==> src/design/satdf_pkg.sv <==
// ----------------------------------------------------------------------------
// satdf_pkg
// Shared types, widths and helpers of the set-associative tag directory.
// ----------------------------------------------------------------------------
package satdf_pkg;

  // fixed field widths of the access and result beats
  localparam int ADDR_W     = 32;
  localparam int SET_IDX_W  = 2;
  localparam int WAY_USED_W = 1;
  localparam int CNT_W      = 32;

  localparam logic [CNT_W-1:0] CNT_MAX = '1;

  typedef enum logic [1:0] {
    ST_CLEAR,
    ST_IDLE,
    ST_MOD,
    ST_LOOKUP
  } satdf_state_e;

  // controller to datapath
  typedef struct packed {
    logic clear_we;
    logic load;
    logic mod_step;
    logic commit;
  } satdf_cmd_t;

  // datapath to controller
  typedef struct packed {
    logic clear_last;
    logic mod_done;
    logic out_free;
  } satdf_sts_t;

  function automatic logic [CNT_W-1:0] sat_inc(logic [CNT_W-1:0] v);
    return (v == CNT_MAX) ? v : v + CNT_W'(1);
  endfunction

endpackage

==> src/design/satdf_if.sv <==
// ----------------------------------------------------------------------------
// satdf_if
// Valid/ready channels for access beats and result beats.
// ----------------------------------------------------------------------------
interface satdf_in_if;
  logic        valid;
  logic        ready;
  logic [31:0] address;

  modport source (output valid, output address, input ready);
  modport sink (input valid, input address, output ready);
endinterface

interface satdf_out_if;
  logic        valid;
  logic        ready;
  logic        hit;
  logic [1:0]  set_index;
  logic [0:0]  way_used;
  logic [31:0] hit_total;
  logic [31:0] miss_total;
  logic [31:0] access_total;

  modport source (
    output valid, output hit, output set_index, output way_used,
    output hit_total, output miss_total, output access_total,
    input ready
  );
  modport sink (
    input valid, input hit, input set_index, input way_used,
    input hit_total, input miss_total, input access_total,
    output ready
  );
endinterface

==> src/design/satdf_ctrl.sv <==
// ----------------------------------------------------------------------------
// satdf_ctrl
// Sequencer: clear sweep, accept, set computation, lookup and commit.
// ----------------------------------------------------------------------------
module satdf_ctrl (
  input  logic                clk_i,
  input  logic                rst_ni,
  input  logic                in_valid_i,
  output logic                in_ready_o,
  input  satdf_pkg::satdf_sts_t sts_i,
  output satdf_pkg::satdf_cmd_t cmd_o
);
  import satdf_pkg::*;

  satdf_state_e state_q, state_d;

  always_ff @(posedge clk_i or negedge rst_ni) begin
    if (!rst_ni) begin
      state_q <= ST_CLEAR;
    end else begin
      state_q <= state_d;
    end
  end

  always_comb begin
    state_d    = state_q;
    cmd_o      = '0;
    in_ready_o = 1'b0;
    case (state_q)
      ST_CLEAR: begin
        cmd_o.clear_we = 1'b1;
        if (sts_i.clear_last) state_d = ST_IDLE;
      end
      ST_IDLE: begin
        in_ready_o = 1'b1;
        if (in_valid_i) begin
          cmd_o.load = 1'b1;
          state_d    = ST_MOD;
        end
      end
      ST_MOD: begin
        cmd_o.mod_step = 1'b1;
        if (sts_i.mod_done) state_d = ST_LOOKUP;
      end
      ST_LOOKUP: begin
        if (sts_i.out_free) begin
          cmd_o.commit = 1'b1;
          state_d      = ST_IDLE;
        end
      end
      default: state_d = ST_CLEAR;
    endcase
  end

  // a lookup with the result slot busy keeps waiting
  a_lookup_hold: assert property (@(posedge clk_i) disable iff (!rst_ni)
    (state_q == ST_LOOKUP) && !sts_i.out_free |=> (state_q == ST_LOOKUP))
    else $error("lookup left while result slot busy");

  a_load_to_mod: assert property (@(posedge clk_i) disable iff (!rst_ni)
    cmd_o.load |=> (state_q == ST_MOD))
    else $error("accepted access did not start set computation");

  a_cmd_excl: assert property (@(posedge clk_i) disable iff (!rst_ni)
    $onehot0({cmd_o.clear_we, cmd_o.load, cmd_o.mod_step, cmd_o.commit}))
    else $error("overlapping datapath commands");

endmodule

==> src/design/satdf_dp.sv <==
// ----------------------------------------------------------------------------
// satdf_dp
// Datapath: block number, set index, directory memory, way compare,
// fill pointer update, counters and result register.
// ----------------------------------------------------------------------------
module satdf_dp #(
  parameter int SETS        = 4,
  parameter int WAYS        = 2,
  parameter int OFFSET_BITS = 1,
  parameter int ADDR_BITS   = 32
) (
  input  logic                                clk_i,
  input  logic                                rst_ni,
  input  satdf_pkg::satdf_cmd_t               cmd_i,
  output satdf_pkg::satdf_sts_t               sts_o,
  input  logic [satdf_pkg::ADDR_W-1:0]        address_i,
  input  logic                                out_ready_i,
  output logic                                out_valid_o,
  output logic                                hit_o,
  output logic [satdf_pkg::SET_IDX_W-1:0]     set_index_o,
  output logic [satdf_pkg::WAY_USED_W-1:0]    way_used_o,
  output logic [satdf_pkg::CNT_W-1:0]         hit_total_o,
  output logic [satdf_pkg::CNT_W-1:0]         miss_total_o,
  output logic [satdf_pkg::CNT_W-1:0]         access_total_o
);
  import satdf_pkg::*;

  localparam int AEFF    = (ADDR_BITS < ADDR_W) ? ADDR_BITS : ADDR_W;
  localparam int BLK_W   = ((AEFF - OFFSET_BITS) > 0) ? (AEFF - OFFSET_BITS) : 1;
  localparam int SET_W   = (SETS > 1) ? $clog2(SETS) : 1;
  localparam int WAY_W   = (WAYS > 1) ? $clog2(WAYS) : 1;
  localparam int TAGS_W  = WAYS * BLK_W;
  localparam int ROW_W   = WAY_W + WAYS + TAGS_W;
  localparam bit IS_POW2 = ((SETS & (SETS - 1)) == 0);
  localparam logic [ADDR_W-1:0] AMASK =
    (ADDR_BITS >= ADDR_W) ? {ADDR_W{1'b1}} : ADDR_W'((64'd1 << AEFF) - 64'd1);

  // block number
  logic [ADDR_W-1:0] addr_m, blk_full;
  logic [BLK_W-1:0]  block_q;

  assign addr_m   = address_i & AMASK;
  assign blk_full = addr_m >> OFFSET_BITS;

  always_ff @(posedge clk_i) begin
    if (cmd_i.load) block_q <= blk_full[BLK_W-1:0];
  end

  // set index
  logic [SET_W-1:0] set_w;
  logic             mod_done;

  if (SETS == 1) begin : g_one_set
    assign set_w    = '0;
    assign mod_done = 1'b1;
  end else if (IS_POW2) begin : g_pow2
    logic [BLK_W+SET_W-1:0] blk_ext;
    logic [SET_W-1:0]       set_q;
    assign blk_ext = {{SET_W{1'b0}}, blk_full[BLK_W-1:0]};
    always_ff @(posedge clk_i) begin
      if (cmd_i.load) set_q <= blk_ext[SET_W-1:0];
    end
    assign set_w    = set_q;
    assign mod_done = 1'b1;
  end else begin : g_recip
    // quotient by reciprocal multiply, then remainder by multiply-subtract
    localparam int             PROD_W = 2 * BLK_W + 1;
    localparam logic [BLK_W:0] RECIP  =
      (BLK_W + 1)'(((64'd1 << (BLK_W + SET_W)) / 64'(SETS)) + 64'd1);
    logic [PROD_W-1:0] prod;
    logic [BLK_W-1:0]  back;
    logic [BLK_W-1:0]  quo_q;
    logic [SET_W-1:0]  rem_q;
    logic [1:0]        cnt_q;
    assign prod = {{(BLK_W + 1){1'b0}}, block_q} * {{BLK_W{1'b0}}, RECIP};
    assign back = quo_q * BLK_W'(SETS);
    always_ff @(posedge clk_i) begin
      if (cmd_i.load) begin
        cnt_q <= 2'd2;
      end else if (cmd_i.mod_step && (cnt_q != '0)) begin
        if (cnt_q == 2'd2) quo_q <= BLK_W'(prod >> (BLK_W + SET_W));
        else               rem_q <= SET_W'(block_q - back);
        cnt_q <= cnt_q - 2'd1;
      end
    end
    assign set_w    = rem_q;
    assign mod_done = (cnt_q == '0);
  end

  // clearing sweep index
  logic [SET_W-1:0] clr_q;
  always_ff @(posedge clk_i or negedge rst_ni) begin
    if (!rst_ni) begin
      clr_q <= '0;
    end else if (cmd_i.clear_we) begin
      clr_q <= clr_q + SET_W'(1);
    end
  end

  // directory memory, one row per set: fill pointer, valid bits, tags
  logic [ROW_W-1:0] mem_q [SETS];
  logic [ROW_W-1:0] rd_q, row_upd, wdata;
  logic [SET_W-1:0] waddr;
  logic             we;

  assign we    = cmd_i.clear_we | cmd_i.commit;
  assign waddr = cmd_i.clear_we ? clr_q : set_w;
  assign wdata = cmd_i.clear_we ? '0 : row_upd;

  always_ff @(posedge clk_i) begin
    if (we) mem_q[waddr] <= wdata;
    if (cmd_i.mod_step) rd_q <= mem_q[set_w];
  end

  // way compare and replacement
  logic [WAYS-1:0]  vld, match;
  logic [WAY_W-1:0] ptr, ptr_nxt, hit_way, way_sel;
  logic             hit;

  assign vld     = rd_q[TAGS_W +: WAYS];
  assign ptr     = rd_q[ROW_W-1 -: WAY_W];
  assign ptr_nxt = (ptr == WAY_W'(WAYS - 1)) ? '0 : ptr + WAY_W'(1);
  assign hit     = |match;
  assign way_sel = hit ? hit_way : ptr;

  always_comb begin
    for (int w = 0; w < WAYS; w++) begin
      match[w] = vld[w] && (rd_q[w*BLK_W +: BLK_W] == block_q);
    end
    hit_way = '0;
    for (int w = WAYS - 1; w >= 0; w--) begin
      if (match[w]) hit_way = WAY_W'(w);
    end
  end

  always_comb begin
    row_upd = rd_q;
    if (!hit) begin
      for (int w = 0; w < WAYS; w++) begin
        if (ptr == WAY_W'(w)) begin
          row_upd[w*BLK_W +: BLK_W] = block_q;
          row_upd[TAGS_W + w]       = 1'b1;
        end
      end
      row_upd[ROW_W-1 -: WAY_W] = ptr_nxt;
    end
  end

  // counters
  logic [CNT_W-1:0] hit_q, miss_q, acc_q;
  always_ff @(posedge clk_i or negedge rst_ni) begin
    if (!rst_ni) begin
      hit_q  <= '0;
      miss_q <= '0;
      acc_q  <= '0;
    end else if (cmd_i.commit) begin
      acc_q <= sat_inc(acc_q);
      if (hit) hit_q  <= sat_inc(hit_q);
      else     miss_q <= sat_inc(miss_q);
    end
  end

  // result register
  logic                  out_valid_q, hit_out_q;
  logic [SET_IDX_W-1:0]  set_out_q;
  logic [WAY_USED_W-1:0] way_out_q;
  logic [SET_W+1:0]      set_ext;
  logic [WAY_W:0]        way_ext;

  assign set_ext = {2'b00, set_w};
  assign way_ext = {1'b0, way_sel};

  always_ff @(posedge clk_i or negedge rst_ni) begin
    if (!rst_ni) begin
      out_valid_q <= 1'b0;
    end else if (cmd_i.commit) begin
      out_valid_q <= 1'b1;
    end else if (out_ready_i) begin
      out_valid_q <= 1'b0;
    end
  end

  always_ff @(posedge clk_i) begin
    if (cmd_i.commit) begin
      hit_out_q <= hit;
      set_out_q <= set_ext[SET_IDX_W-1:0];
      way_out_q <= way_ext[WAY_USED_W-1:0];
    end
  end

  assign out_valid_o    = out_valid_q;
  assign hit_o          = hit_out_q;
  assign set_index_o    = set_out_q;
  assign way_used_o     = way_out_q;
  assign hit_total_o    = hit_q;
  assign miss_total_o   = miss_q;
  assign access_total_o = acc_q;

  assign sts_o.clear_last = (clr_q == SET_W'(SETS - 1));
  assign sts_o.mod_done   = mod_done;
  assign sts_o.out_free   = !out_valid_q || out_ready_i;

  // a block lives in at most one way of its set
  a_single_match: assert property (@(posedge clk_i) disable iff (!rst_ni)
    cmd_i.commit |-> $onehot0(match))
    else $error("block present in more than one way");

  a_count_sum: assert property (@(posedge clk_i) disable iff (!rst_ni)
    (acc_q != CNT_MAX) |-> ({1'b0, acc_q} == ({1'b0, hit_q} + {1'b0, miss_q})))
    else $error("access count differs from hits plus misses");

  a_commit_out: assert property (@(posedge clk_i) disable iff (!rst_ni)
    cmd_i.commit |=> out_valid_q && (acc_q == sat_inc($past(acc_q))))
    else $error("commit did not present a result");

endmodule

==> src/design/set_assoc_tag_directory_fifo.sv <==
// ----------------------------------------------------------------------------
// set_assoc_tag_directory_fifo
// Tag directory of a set-associative cache with round-robin replacement.
// ----------------------------------------------------------------------------
// Each access beat carries a binary word address. The low OFFSET_BITS are
// dropped to form the block number (address bits at and above ADDR_BITS are
// ignored), the set is the block number modulo SETS, and the block is
// compared in parallel against all valid ways of that set. A hit leaves the
// directory untouched; a miss writes the block into the way named by the
// set's fill pointer and advances that pointer round-robin. Each access gives
// one result beat with the hit flag, the set, the way hit or filled, and
// saturating hit, miss and access totals. Timing: after reset the directory
// is swept clear one set per cycle, and no access is taken during the sweep.
// An access then runs through accept, directory row read, and compare and
// commit when SETS is a power of two; otherwise the set remainder is first
// formed by a reciprocal multiply and a multiply-subtract, each registered,
// ahead of the row read. The directory memory, one row per set, is read in
// each set computation step and written once per access. A finished result
// sits in an output register, so the next access is accepted while it waits;
// a second result then waits in the commit step until the first beat is taken.
// ----------------------------------------------------------------------------
module set_assoc_tag_directory_fifo #(
  parameter int SETS        = 4,
  parameter int WAYS        = 2,
  parameter int OFFSET_BITS = 1,
  parameter int ADDR_BITS   = 32
) (
  input  logic        clk_i,
  input  logic        rst_ni,
  satdf_in_if.sink    in_i,
  satdf_out_if.source out_o
);
  import satdf_pkg::*;

  // command and status between sequencer and datapath
  satdf_cmd_t cmd;
  satdf_sts_t sts;
  logic       in_ready;

  satdf_ctrl u_ctrl (
    .clk_i      (clk_i),
    .rst_ni     (rst_ni),
    .in_valid_i (in_i.valid),
    .in_ready_o (in_ready),
    .sts_i      (sts),
    .cmd_o      (cmd)
  );

  satdf_dp #(
    .SETS        (SETS),
    .WAYS        (WAYS),
    .OFFSET_BITS (OFFSET_BITS),
    .ADDR_BITS   (ADDR_BITS)
  ) u_dp (
    .clk_i          (clk_i),
    .rst_ni         (rst_ni),
    .cmd_i          (cmd),
    .sts_o          (sts),
    .address_i      (in_i.address),
    .out_ready_i    (out_o.ready),
    .out_valid_o    (out_o.valid),
    .hit_o          (out_o.hit),
    .set_index_o    (out_o.set_index),
    .way_used_o     (out_o.way_used),
    .hit_total_o    (out_o.hit_total),
    .miss_total_o   (out_o.miss_total),
    .access_total_o (out_o.access_total)
  );

  // input beat is taken only when the sequencer sits idle
  assign in_i.ready = in_ready;

endmodule

==> src/flat_wrapper.sv <==
// flat-port wrapper written by rule: the top's interface ports become plain ports
module set_assoc_tag_directory_fifo_flat import satdf_pkg::*;
#(
  parameter int SETS        = 4,
  parameter int WAYS        = 2,
  parameter int OFFSET_BITS = 1,
  parameter int ADDR_BITS   = 32
)
  (clk_i, rst_ni, in_i_valid, in_i_address, in_i_ready, out_o_valid, out_o_hit, out_o_set_index, out_o_way_used, out_o_hit_total, out_o_miss_total, out_o_access_total, out_o_ready);
  satdf_in_if in_i_i ();
  satdf_out_if out_o_i ();
  input  logic clk_i;
  input  logic rst_ni;
  input wire logic [$bits(in_i_i.valid)-1:0] in_i_valid;
  input wire logic [$bits(in_i_i.address)-1:0] in_i_address;
  output wire logic [$bits(in_i_i.ready)-1:0] in_i_ready;
  output wire logic [$bits(out_o_i.valid)-1:0] out_o_valid;
  output wire logic [$bits(out_o_i.hit)-1:0] out_o_hit;
  output wire logic [$bits(out_o_i.set_index)-1:0] out_o_set_index;
  output wire logic [$bits(out_o_i.way_used)-1:0] out_o_way_used;
  output wire logic [$bits(out_o_i.hit_total)-1:0] out_o_hit_total;
  output wire logic [$bits(out_o_i.miss_total)-1:0] out_o_miss_total;
  output wire logic [$bits(out_o_i.access_total)-1:0] out_o_access_total;
  input wire logic [$bits(out_o_i.ready)-1:0] out_o_ready;
  assign in_i_i.valid = in_i_valid;
  assign in_i_i.address = in_i_address;
  assign in_i_ready = in_i_i.ready;
  assign out_o_valid = out_o_i.valid;
  assign out_o_hit = out_o_i.hit;
  assign out_o_set_index = out_o_i.set_index;
  assign out_o_way_used = out_o_i.way_used;
  assign out_o_hit_total = out_o_i.hit_total;
  assign out_o_miss_total = out_o_i.miss_total;
  assign out_o_access_total = out_o_i.access_total;
  assign out_o_i.ready = out_o_ready;
  set_assoc_tag_directory_fifo #(.SETS(SETS), .WAYS(WAYS), .OFFSET_BITS(OFFSET_BITS), .ADDR_BITS(ADDR_BITS)) u_core (.clk_i(clk_i), .rst_ni(rst_ni), .in_i(in_i_i), .out_o(out_o_i));
endmodule
==> config.mk <==
export PLATFORM = sky130hd
export DESIGN_NAME = set_assoc_tag_directory_fifo_flat
export DESIGN_NICKNAME = d
export VERILOG_FILES = /design/src/design/satdf_pkg.sv /design/src/design/satdf_if.sv /design/src/design/satdf_ctrl.sv /design/src/design/satdf_dp.sv /design/src/design/set_assoc_tag_directory_fifo.sv /design/src/flat_wrapper.sv
export SDC_FILE = /design/constraint.sdc
export NUM_CORES = 1
export LEC_CHECK = 0
export ABC_AREA = 1
export BUFFER_PORTS_ARGS = -buffer_cell sky130_fd_sc_hd__buf_2
export CAP_MARGIN = 25
export CORE_UTILIZATION = 55
export CTS_CLUSTER_SIZE = 28
export DETAILED_ROUTE_END_ITERATION = 10
export GPL_TIMING_DRIVEN = 0
export HOLD_SLACK_MARGIN = 0.08
export PLACE_DENSITY = 0.76
export SLEW_MARGIN = 20
export SYNTH_ARGS = -nofsm -noshare
export SYNTH_HDL_FRONTEND = slang
export SYNTH_SLANG_ARGS = --single-unit
==> constraint.sdc <==
create_clock -name clk_i -period 6.6 [get_ports clk_i]
set_input_delay 0.66 -clock clk_i [delete_from_list [all_inputs] [get_ports clk_i]]
set_output_delay 0.66 -clock clk_i [all_outputs]
set_load 0.02 [all_outputs]
== Word level (Yosys, flattened, before mapping) ==
Memories as Yosys holds them, arrays and structs flattened. A register that Yosys moved wholly into a read port is not among the register bits.
Cells that the tools add are included.
W data, S select, Z words.
Cells by class
  muxes and demuxes: 26
  reductions and logical operators: 11
  eq/ne operators: 12
  bitwise operators: 5
  add/subtract/negate cells: 5
Operators with widths (count)
  $mux W65: 2
  $add A32 B1 Y32 const B: 3
  $eq A32 B32 Y1 const B: 3
  $eq A31 B31 Y1: 2
  $mux W31: 2
  $mux W1: 17
  $reduce_and A3 Y1: 3
  $mux W2: 4
  $pmux W2 S4: 1
  $eq A2 B2 Y1 const B: 3
  $ne A2 B1 Y1 const B: 2
  $not A1 Y1: 4
  $add A2 B1 Y2 const B: 1
  $eq A2 B1 Y1 const B: 1
  $logic_and A1 B1 Y1: 2
  $logic_not A2 Y1: 1
  $ne A2 B2 Y1 const B: 1
  $reduce_and A2 Y1: 1
  $reduce_bool A2 Y1: 1
  $reduce_or A2 Y1: 1
  $add A1 B1 Y1 const B: 1
  $logic_not A1 Y1: 1
  $logic_or A1 B1 Y1: 1
  $or A1 B1 Y1: 1
Word-level totals
  bits in registers: 138
  word-level logic and storage cells: 71
  bits in writable memories: 260
  output and inout bits: 102
  input bits: 36
  memories: 1
Memories
  u_core.u_dp.mem_q: words 4, width 65, rd ports 1, clocked after Yosys merged registers in 1, write ports 1, RTL line satdf_dp.sv:101  | logic [ROW_W-1:0] mem_q [SETS];

== Depth between registers and ports, before layout ==
Gate-level depths: netlist of the first run.
  depth in word-level cells: 7
  gate-level depth with buffers: 14
  gate-level depth less buffers: 13

== Hierarchy ==
From an unflattened synthesis of the first run, not the netlist that was laid out.
Second synthesis, totals
  cells, all modules: 2424
  area total of the unflattened synthesis: 22292.6 um^2
Modules (own cells, without submodules)
  satdf_dp: seq. area each 13287.7 um^2, times used 1, area each 22062.4 um^2, cells an instance 2393
  satdf_ctrl: seq. area each 50.0 um^2, times used 1, area each 230.2 um^2, cells an instance 31

== Worst setup path before layout of the first run ==
Ideal clock, no wire load.
  path type: reg2reg
  start: register u_core.u_ctrl.state_q[1]
  end: memory u_core.u_dp.mem_q[1][0] in the netlist's numbering (enable)
  data required time: 6.032 ns
  cell stages (with the launch flop): 9
  setup slack: 0.123 ns
  arrival: 5.909 ns
  period minus slack after synthesis: 6.477 ns
  setup time: 0.568 ns
  buffers on the path: 2
  cell sequence: dfrtp_1 inv_1 ha_1 clkbuf_1 inv_1 clkbuf_1 a21oi_1 inv_1 nor3_1
Between the ends
  longest elaborated chain between the ends: 5
  elaborated cells between the ends (all ways): 8
  classes of those cells: eq/ne (1); mux (5); bitwise (1); reduce/logical (1)
Ends and longest elaborated chain
  from (decl): RTL line satdf_ctrl.sv:15  | satdf_state_e state_q, state_d;
  from (signal assigned): RTL line satdf_ctrl.sv:21  | state_q <= state_d;
  $eq A2 B2 Y1 / $logic_not A2 Y1 (equally long branches): RTL line satdf_ctrl.sv:29  | case (state_q)
  $mux W1: RTL line satdf_ctrl.sv:29
  $or A1 B1 Y1: RTL line satdf_dp.sv:106  | assign we = cmd_i.clear_we | cmd_i.commit;
  $mux W1: RTL line satdf_dp.sv:111  | if (we) mem_q[waddr] <= wdata;
  $mux W1 (not written as such): RTL line satdf_dp.sv:111
  to (decl): RTL line satdf_dp.sv:101
Several ways; a longest one is shown, not always the timed one.

== Worst setup path in the final report of the first run ==
  start: register u_core.u_ctrl.state_q[0]
  end: memory u_core.u_dp.mem_q[0][48] in the netlist's numbering (enable)
Same word-level chain as after synthesis.

==> results.toml, run 1 <==
[finish]
n_fill_cell = 3231
layout-drive-gt1-share_pct = 13.0
antenna_cells = 0
area_growth_pct = 14.8
fin_nets = 2698
final_cell_mix = "647 x nand2_1, 370 x nor2_1, 360 x edfxtp_1, 208 x inv_1, 150 x buf_2"
final_common_cell = "nand2_1"

[clock_network]
ctsHoldBuffers = 1
cts_tree = "done"
ctsResizeCount = 0
clkSlewWorstSetupHoldPaths_ns = 0.06
cts.sinks = 461
cts_setup_buffers = 0
clk_path_buf_depth = 3
insertion_delay_ns = 0.59
numCtsBuffers = 47
htreeDepth = 2
cts_root_buf = "clkbuf_16"

[routing]
first_pass_iters = 5
via_per_inst = 5.73
routed_wirelength_mm = 64.7
postRouteAntennaNets = 0
drtIter0Drc = 2087
num_vias = 18400
wl_per_cell_um = 20.1
drc = 0

[power_and_ir_drop]
p_leak_nw = 11.2
netSwitchingFraction_pct = 34.8
p_seq_share_pct = 45.0
ir_drop_mv = 0.273
p_comb_share_pct = 28.6
p_clk_share_pct = 26.4
switchingPower_mw = 3.56
p_per_area_nw_per_um2 = 398
internal_power_mw = 6.68

[sta]
fin_crit_sh_pct = 60.6
worst_pin_slew_ns = 0.862
timing.fmax_mhz = 250
slew_headroom_pct = 42.6
worst_slack_ns = 2.60
hold_ws_ns = 0.248
fin_crit_ns = 4.00
finalHoldViolCount = 0
rsz0062_at_grt = "false"
finalMaxSlewViolations = 0
skew_ns = 0.0238
setup_tns_ns = 0
setup_viol = 0

[global_routing]
grt-ovfl-total = 0
antenna_found_initial = 0
grt_pass1_vias = 17800
grt_max_degree = 74
track_usage_pct = 31.4
grt_pass1_wl_mm = 99.3

[floorplanning]
start_util_pct = 56.0
die_y_um = 204
core_um2 = 40000
design.die.area_um2 = 41600
io_pins = 138
dieWidth_um = 204
row_count = 73

[logic_synthesis]
syn_nets = 2473
syn_area_um2 = 22400
yosysSeqAreaShare_pct = 59.5
yosysUniqueCellTypes = 38
netlist_instances = 2428
synth_warnings = 0
syn_avg_cell_area_um2 = 9.23
ys_seq_elements = 461

[setup_path]
crit_top_cell = "buf_4"
crit_required_ns = 6.90
worst_setup_path_start_kind = "register"
endpoint_kind = "register"
slowest_delay_ns = 0.73
criticalPathCategory = "reg -> reg"
cp_max_fo = 10
crit_arrival_ns = 4.30
crit_family = "buffers and inverters"
slowest_stage = "nor3_2"
crit_chain = "inv_1, ha_1, clkbuf_1, inv_1, clkbuf_1, a21oi_1, nor3_2, buf_6, buf_4, buf_4, buf_6, buf_4"
critPathBufInv = 9

[placed_design]
dp_slack_ns = 2.41
dp_hpwl_mm = 47.0
numPortBuffers = 136
gp_congestion = 1.00

[worst_hold_path]
hp-class = "in -> reg"

[job]
drv_cap = 0

[status]
status = "finished clean"
metrics by stage:
stage	cell area (um^2)	power (mW)	cells	utilization (%)
floorplan	22400	6.39	2428	-
global placement	23800	7.35	3089	59.4
detailed placement	24200	7.51	3128	60.4
CTS	25700	10.2	3212	64.3
global route	25700	10.7	3212	64.3
finish	25700	10.2	3212	64.3
final cells by class:
type / count / area (um^2) / area share (%)
Sequential cell: 461 / 13300 / 51.8
Multi-Input combinational cell: 1635 / 7740 / 30.1
Clock buffer: 60 / 1290 / 5.00
Timing Repair Buffer: 176 / 1080 / 4.20
Inverter: 232 / 873 / 3.39
Tap cell: 525 / 657 / 2.55
Buffer: 100 / 495 / 1.93
Clock inverter: 23 / 259 / 1.01
flip-flops by register name, summed over array words and instances, names as in the netlist:
name	cells
u_core.u_dp.mem_q	260
u_core.u_dp.hit_o	1
u_core.u_dp.out_valid_o	1
u_core.u_ctrl.state_q	2
u_core.u_dp.rd_q	65
u_core.u_dp.miss_total_o	32
u_core.u_dp.way_used_o	1
u_core.u_dp.clr_q	2
u_core.u_dp.hit_total_o	32
u_core.u_dp.set_index_o	2
u_core.u_dp.block_q	31
u_core.u_dp.access_total_o	32
Yosys cell counts:
cell type,count,area share [%]
clkbuf_1,53,0.89
nor3_2,1,0.045
nor2_1,370,6.2
dfrtp_1,101,11
buf_4,15,0.50
nor3b_1,2,0.067
nand3b_1,2,0.067
buf_6,6,0.30
nand2_1,647,11
nor2_2,22,0.61
clkinv_1,1,0.017
and3_1,1,0.028
buf_1,11,0.18
inv_2,21,0.35
nand2_2,8,0.22
inv_4,1,0.028
and2_1,9,0.25
nand3_1,78,1.7
nand4_2,2,0.11
inv_1,209,3.5
nor4_1,2,0.056
xor2_1,51,2.0
xnor2_2,2,0.15
ha_1,9,0.50
o22ai_1,65,1.8
nand3_2,3,0.13
nand3_4,1,0.078
a21oi_1,10,0.22
nor3_1,47,1.0
o221ai_1,1,0.039
edfxtp_1,360,48
o21ai_0,135,3.0
nor2_4,2,0.10
nand4_1,131,3.7
xnor2_1,32,1.3
nand2_4,1,0.050
nand4_4,1,0.095
buf_2,15,0.33
logic make-up (layout without fill, tap and decap cells):
group                    Yosys count  count (layout)  share of synthesized area (%)
AO/OA/AOI/OAI                    211             211                           5.09
XOR/XNOR                          85              85                           3.39
adder cells (fa/ha/maj)            9               9                          0.502
buffers and inverters            332             591                           6.11
flip-flops                       461             461                           59.5
AND/OR/NAND/NOR                 1330            1330                           25.4
metal layers:
layer / track usage (%) / vias to the layer above / wire length, um
li1: - / 8568 / -
met1: 42.4 / 8796 / 26500
met2: 51.4 / 900 / 30800
met3: 3.91 / 150 / 5110
met4: 12.9 / 0 / 2240
met5: 0 / - / 0
final timing paths:
check,start,end,slack (ns),cells past startpoint
max,u_core.u_ctrl.state_q[0],u_core.u_dp.mem_q[0][48],2.60,12
min reg2reg,u_core.u_dp.block_q[1],u_core.u_dp.set_index_o[1],0.46,0
min in group asynchronous,rst_ni,u_core.u_dp.hit_total_o[26],0.54,2
max reg2reg,u_core.u_ctrl.state_q[0],u_core.u_dp.mem_q[0][48],2.60,12
max in group asynchronous,rst_ni,u_core.u_dp.access_total_o[23],5.41,3
min,in_i_address[30],u_core.u_dp.block_q[29],0.25,1
power by group through the flow:
stage	logic [mW]	clock network, mW	registers, mW
2_1_floorplan	1.75	0	4.64
3_3_place_gp	2.59	0	4.77
3_5_place_dp	2.87	0	4.64
4_1_cts	2.89	2.73	4.59
5_1_grt	3.20	2.84	4.65
6_report	2.93	2.70	4.61
(Power assumes the default switching activity.)
==> inputs of run 2 (changes only) <==
--- a/config.mk
+++ b/config.mk
@@ -5,10 +5,10 @@
 export SDC_FILE = /design/constraint.sdc
 export NUM_CORES = 1
 export LEC_CHECK = 0
-export ABC_AREA = 1
+export ABC_AREA = 0
 export BUFFER_PORTS_ARGS = -buffer_cell sky130_fd_sc_hd__buf_2
 export CAP_MARGIN = 25
-export CORE_UTILIZATION = 55
+export CORE_UTILIZATION = 54
 export CTS_CLUSTER_SIZE = 28
 export DETAILED_ROUTE_END_ITERATION = 10
 export GPL_TIMING_DRIVEN = 0
==> constraint.sdc (replaced) <==
create_clock -name clk_i -period 3.4 [get_ports clk_i]
set_input_delay 0.34 -clock clk_i [delete_from_list [all_inputs] [get_ports clk_i]]
set_output_delay 0.34 -clock clk_i [all_outputs]
set_load 0.02 [all_outputs]
==> results.toml, run 2 <==
[finish]
area_growth_pct = 18.9
design_area_um2 = 22500
fin_nets = 1428
final_common_cell = "edfxtp_1"
final_cell_mix = "360 x edfxtp_1, 141 x buf_2, 119 x xnor2_1, 101 x dfrtp_1, 88 x nor2_1"
fin_cells = 1876
largest_reg_flops = 260
layout-drive-gt1-share_pct = 22.0
top_register = "u_core.u_dp.mem_q"
top_regs = "u_core.u_dp.mem_q: 260 flops, u_core.u_dp.rd_q: 65 flops"

[sta]
fin_crit_ns = 3.38
skew_ns = 0.0144
slew_headroom_pct = 34.6
finalHoldViolCount = 0
hold_ws_ns = 0.145
fin_crit_sh_pct = 99.4
worst_slack_ns = 0.0217
finalMaxSlewViolations = 0
setup_viol = 0
rsz0062_at_grt = "false"
worst_pin_slew_ns = 0.981
timing.fmax_mhz = 296

[global_routing]
grt_max_degree = 79
grt_pass1_wl_mm = 63.4
track_usage_pct = 23.5
grt_pass1_vias = 10900
grt-ovfl-total = 0
antenna_found_initial = 1

[logic_synthesis]
netlist_instances = 1147
yosysTopAreaCell = "edfxtp_1"
synth_edf_count = 360
synth_warnings = 0
yosysUniqueCellTypes = 41
syn_nets = 1192
synth_top_cell_area_share_pct = 57.2
ys_top_cells_by_area = "edfxtp_1 57%, dfrtp_1 13%, mux4_2 7.7%"
synth_common_cells = "360 x edfxtp_1, 121 x xnor2_1, 101 x dfrtp_1"
syn_avg_cell_area_um2 = 16.5
ys_async_sr_fraction_pct = 21.9
yosysSeqAreaShare_pct = 70.5
synth_top_flop_cell = "edfxtp_1"
syn_area_um2 = 18900
yosysMostFrequentCell = "edfxtp_1"
ys_seq_elements = 461

[power_and_ir_drop]
ir_drop_mv = 0.494
p_leak_nw = 8.52
p_per_area_nw_per_um2 = 813

[floorplanning]
core_um2 = 34500
row_count = 68
io_pins = 138
start_util_pct = 54.8
design.die.area_um2 = 35800
dieWidth_um = 189
die_y_um = 189

[placed_design]
gp_congestion = 0.865
numPortBuffers = 136
dp_cells = 1755
dpl_cell_area_um2 = 20700
dp_slack_ns = -0.0995
dp_hpwl_mm = 27.6

[clock_network]
htreeDepth = 2
clkSlewWorstSetupHoldPaths_ns = 0.06
clk_path_buf_depth = 3
numCtsBuffers = 47
cts_root_buf = "clkbuf_16"
insertion_delay_ns = 0.56
cts_tree = "done"
cts.sinks = 461

[routing]
drc = 0
first_pass_iters = 5
via_per_inst = 5.85
drtIter0Drc = 927
postRouteAntennaNets = 0
routed_wirelength_mm = 41.2
num_vias = 11000
wl_per_cell_um = 22.0

[job]
drv_cap = 0

[setup_path]
rr_startpoint = "u_core.u_dp.block_q[27]"
crit_required_ns = 3.66
worstReg2RegEnd = "u_core.u_dp.mem_q[1][56]"
endpoint_kind = "register"
worst_setup_path_start_kind = "register"
r2r_cells = 8
crit_arrival_ns = 3.64
rrSetupSlack_ns = 0.02
criticalPathCategory = "reg -> reg"
cp_max_fo = 10

[worst_hold_path]
min_path_cells = 3
hp-class = "in -> reg"
min_to = "u_core.u_dp.out_valid_o"
holdCritStartpoint = "out_o_ready"

[status]
status = "finished clean"
## run 2: cell count changes after synthesis, moves of 30 or more
| cell | previous run | this run |
|---|---|---|
| inv_1 | 209 | 19 |
| mux2i_1 | 0 | 62 |
| mux4_2 | 0 | 65 |
| nand2_1 | 647 | 37 |
| nand3_1 | 78 | 48 |
| nand4_1 | 131 | 54 |
| nor2_1 | 370 | 88 |
| nor3_1 | 47 | 12 |
| o21ai_0 | 135 | 5 |
| o22ai_1 | 65 | 0 |
| xnor2_1 | 32 | 121 |
## run 2: routing by layer
metal	global-route usage, %	vias to the layer above	wire length [um]
met5	0	-	0
met4	8.19	0	1260
met3	4.73	90	3340
met2	38.5	448	20000
met1	31.5	5591	16600
li1	-	4848	-
## run 2: layout make-up
class / instances / area [um^2]
clock buffers: 69 / 1330
inverters: 19 / 71.3
fillers: 2376 / 12100
diodes: 1 / 2.50
repair buffers: 189 / 1470
clock inverters: 17 / 98.8
multi-input cells: 622 / 5400
well taps: 455 / 569
flip-flops and latches: 461 / 13300
plain buffers: 43 / 204
## run 2: report_power, final
group	switching (mW)	internal (mW)	total, mW
Combinational	2.84	1.69	4.53
Clock	2.03	2.78	4.81
Sequential	0.655	8.29	8.95
Total	5.53	12.8	18.3
## run 2: per-stage QoR
step                      util, %  power [mW]  setup TNS, ns
after global placement       58.4        12.9        -420.52
after CTS                    64.9        18.3              0
after detailed placement     59.8        13.5          -4.13
after floorplan                 -        11.5              0
after global routing         65.1        19.0              0
final                        65.1        18.3              0
## run 2: worst max-delay path by stage
stage	endpoint	from	slack, ns	cells past startpoint
after floorplan	u_core.u_dp.mem_q[3][0]	u_core.u_dp.block_q[0]	0.07	4
after global placement	u_core.u_dp.mem_q[3][48]	u_core.u_dp.block_q[1]	-1.81	4
after detailed placement	u_core.u_dp.mem_q[1][21]	u_core.u_dp.block_q[1]	-0.1	9
after CTS	u_core.u_dp.mem_q[1][56]	u_core.u_dp.block_q[0]	0.04	10
after global routing	u_core.u_dp.mem_q[1][56]	u_core.u_dp.block_q[27]	0.008	8
final	u_core.u_dp.mem_q[1][56]	u_core.u_dp.block_q[27]	0.02	8
## run 2: critical path: stages (launching register included)
cell	delay, ns
edfxtp_1	0.46
xnor2_1	0.47
nand4_1	0.18
nor4_1	0.45
a21oi_1	0.39
nand2_1	0.30
clkbuf_4	0.34
mux2i_1	0.35
nor2_1	0.13
## run 2: cells by family after synthesis
group                      Yosys count  share of synthesized area [%]
adders and majority gates            9                          0.595
buffers and inverters               64                           1.42
muxes                              132                           11.3
xor gates and xnor gates           154                           7.13
DFF                                461                           70.5
AOI/OAI and AO/OA                   15                          0.470
and+or+nand+nor                    312                           8.55
## run 2: what timing repair did
action | 4_1_cts | 5_1_grt
endpoints found under the setup margin | 123 | 150
endpoints found under the hold margin | 132 | 0
buffers inserted | 0 | 3
resized for setup | 4 | 7
hold buffers | 32 | 0
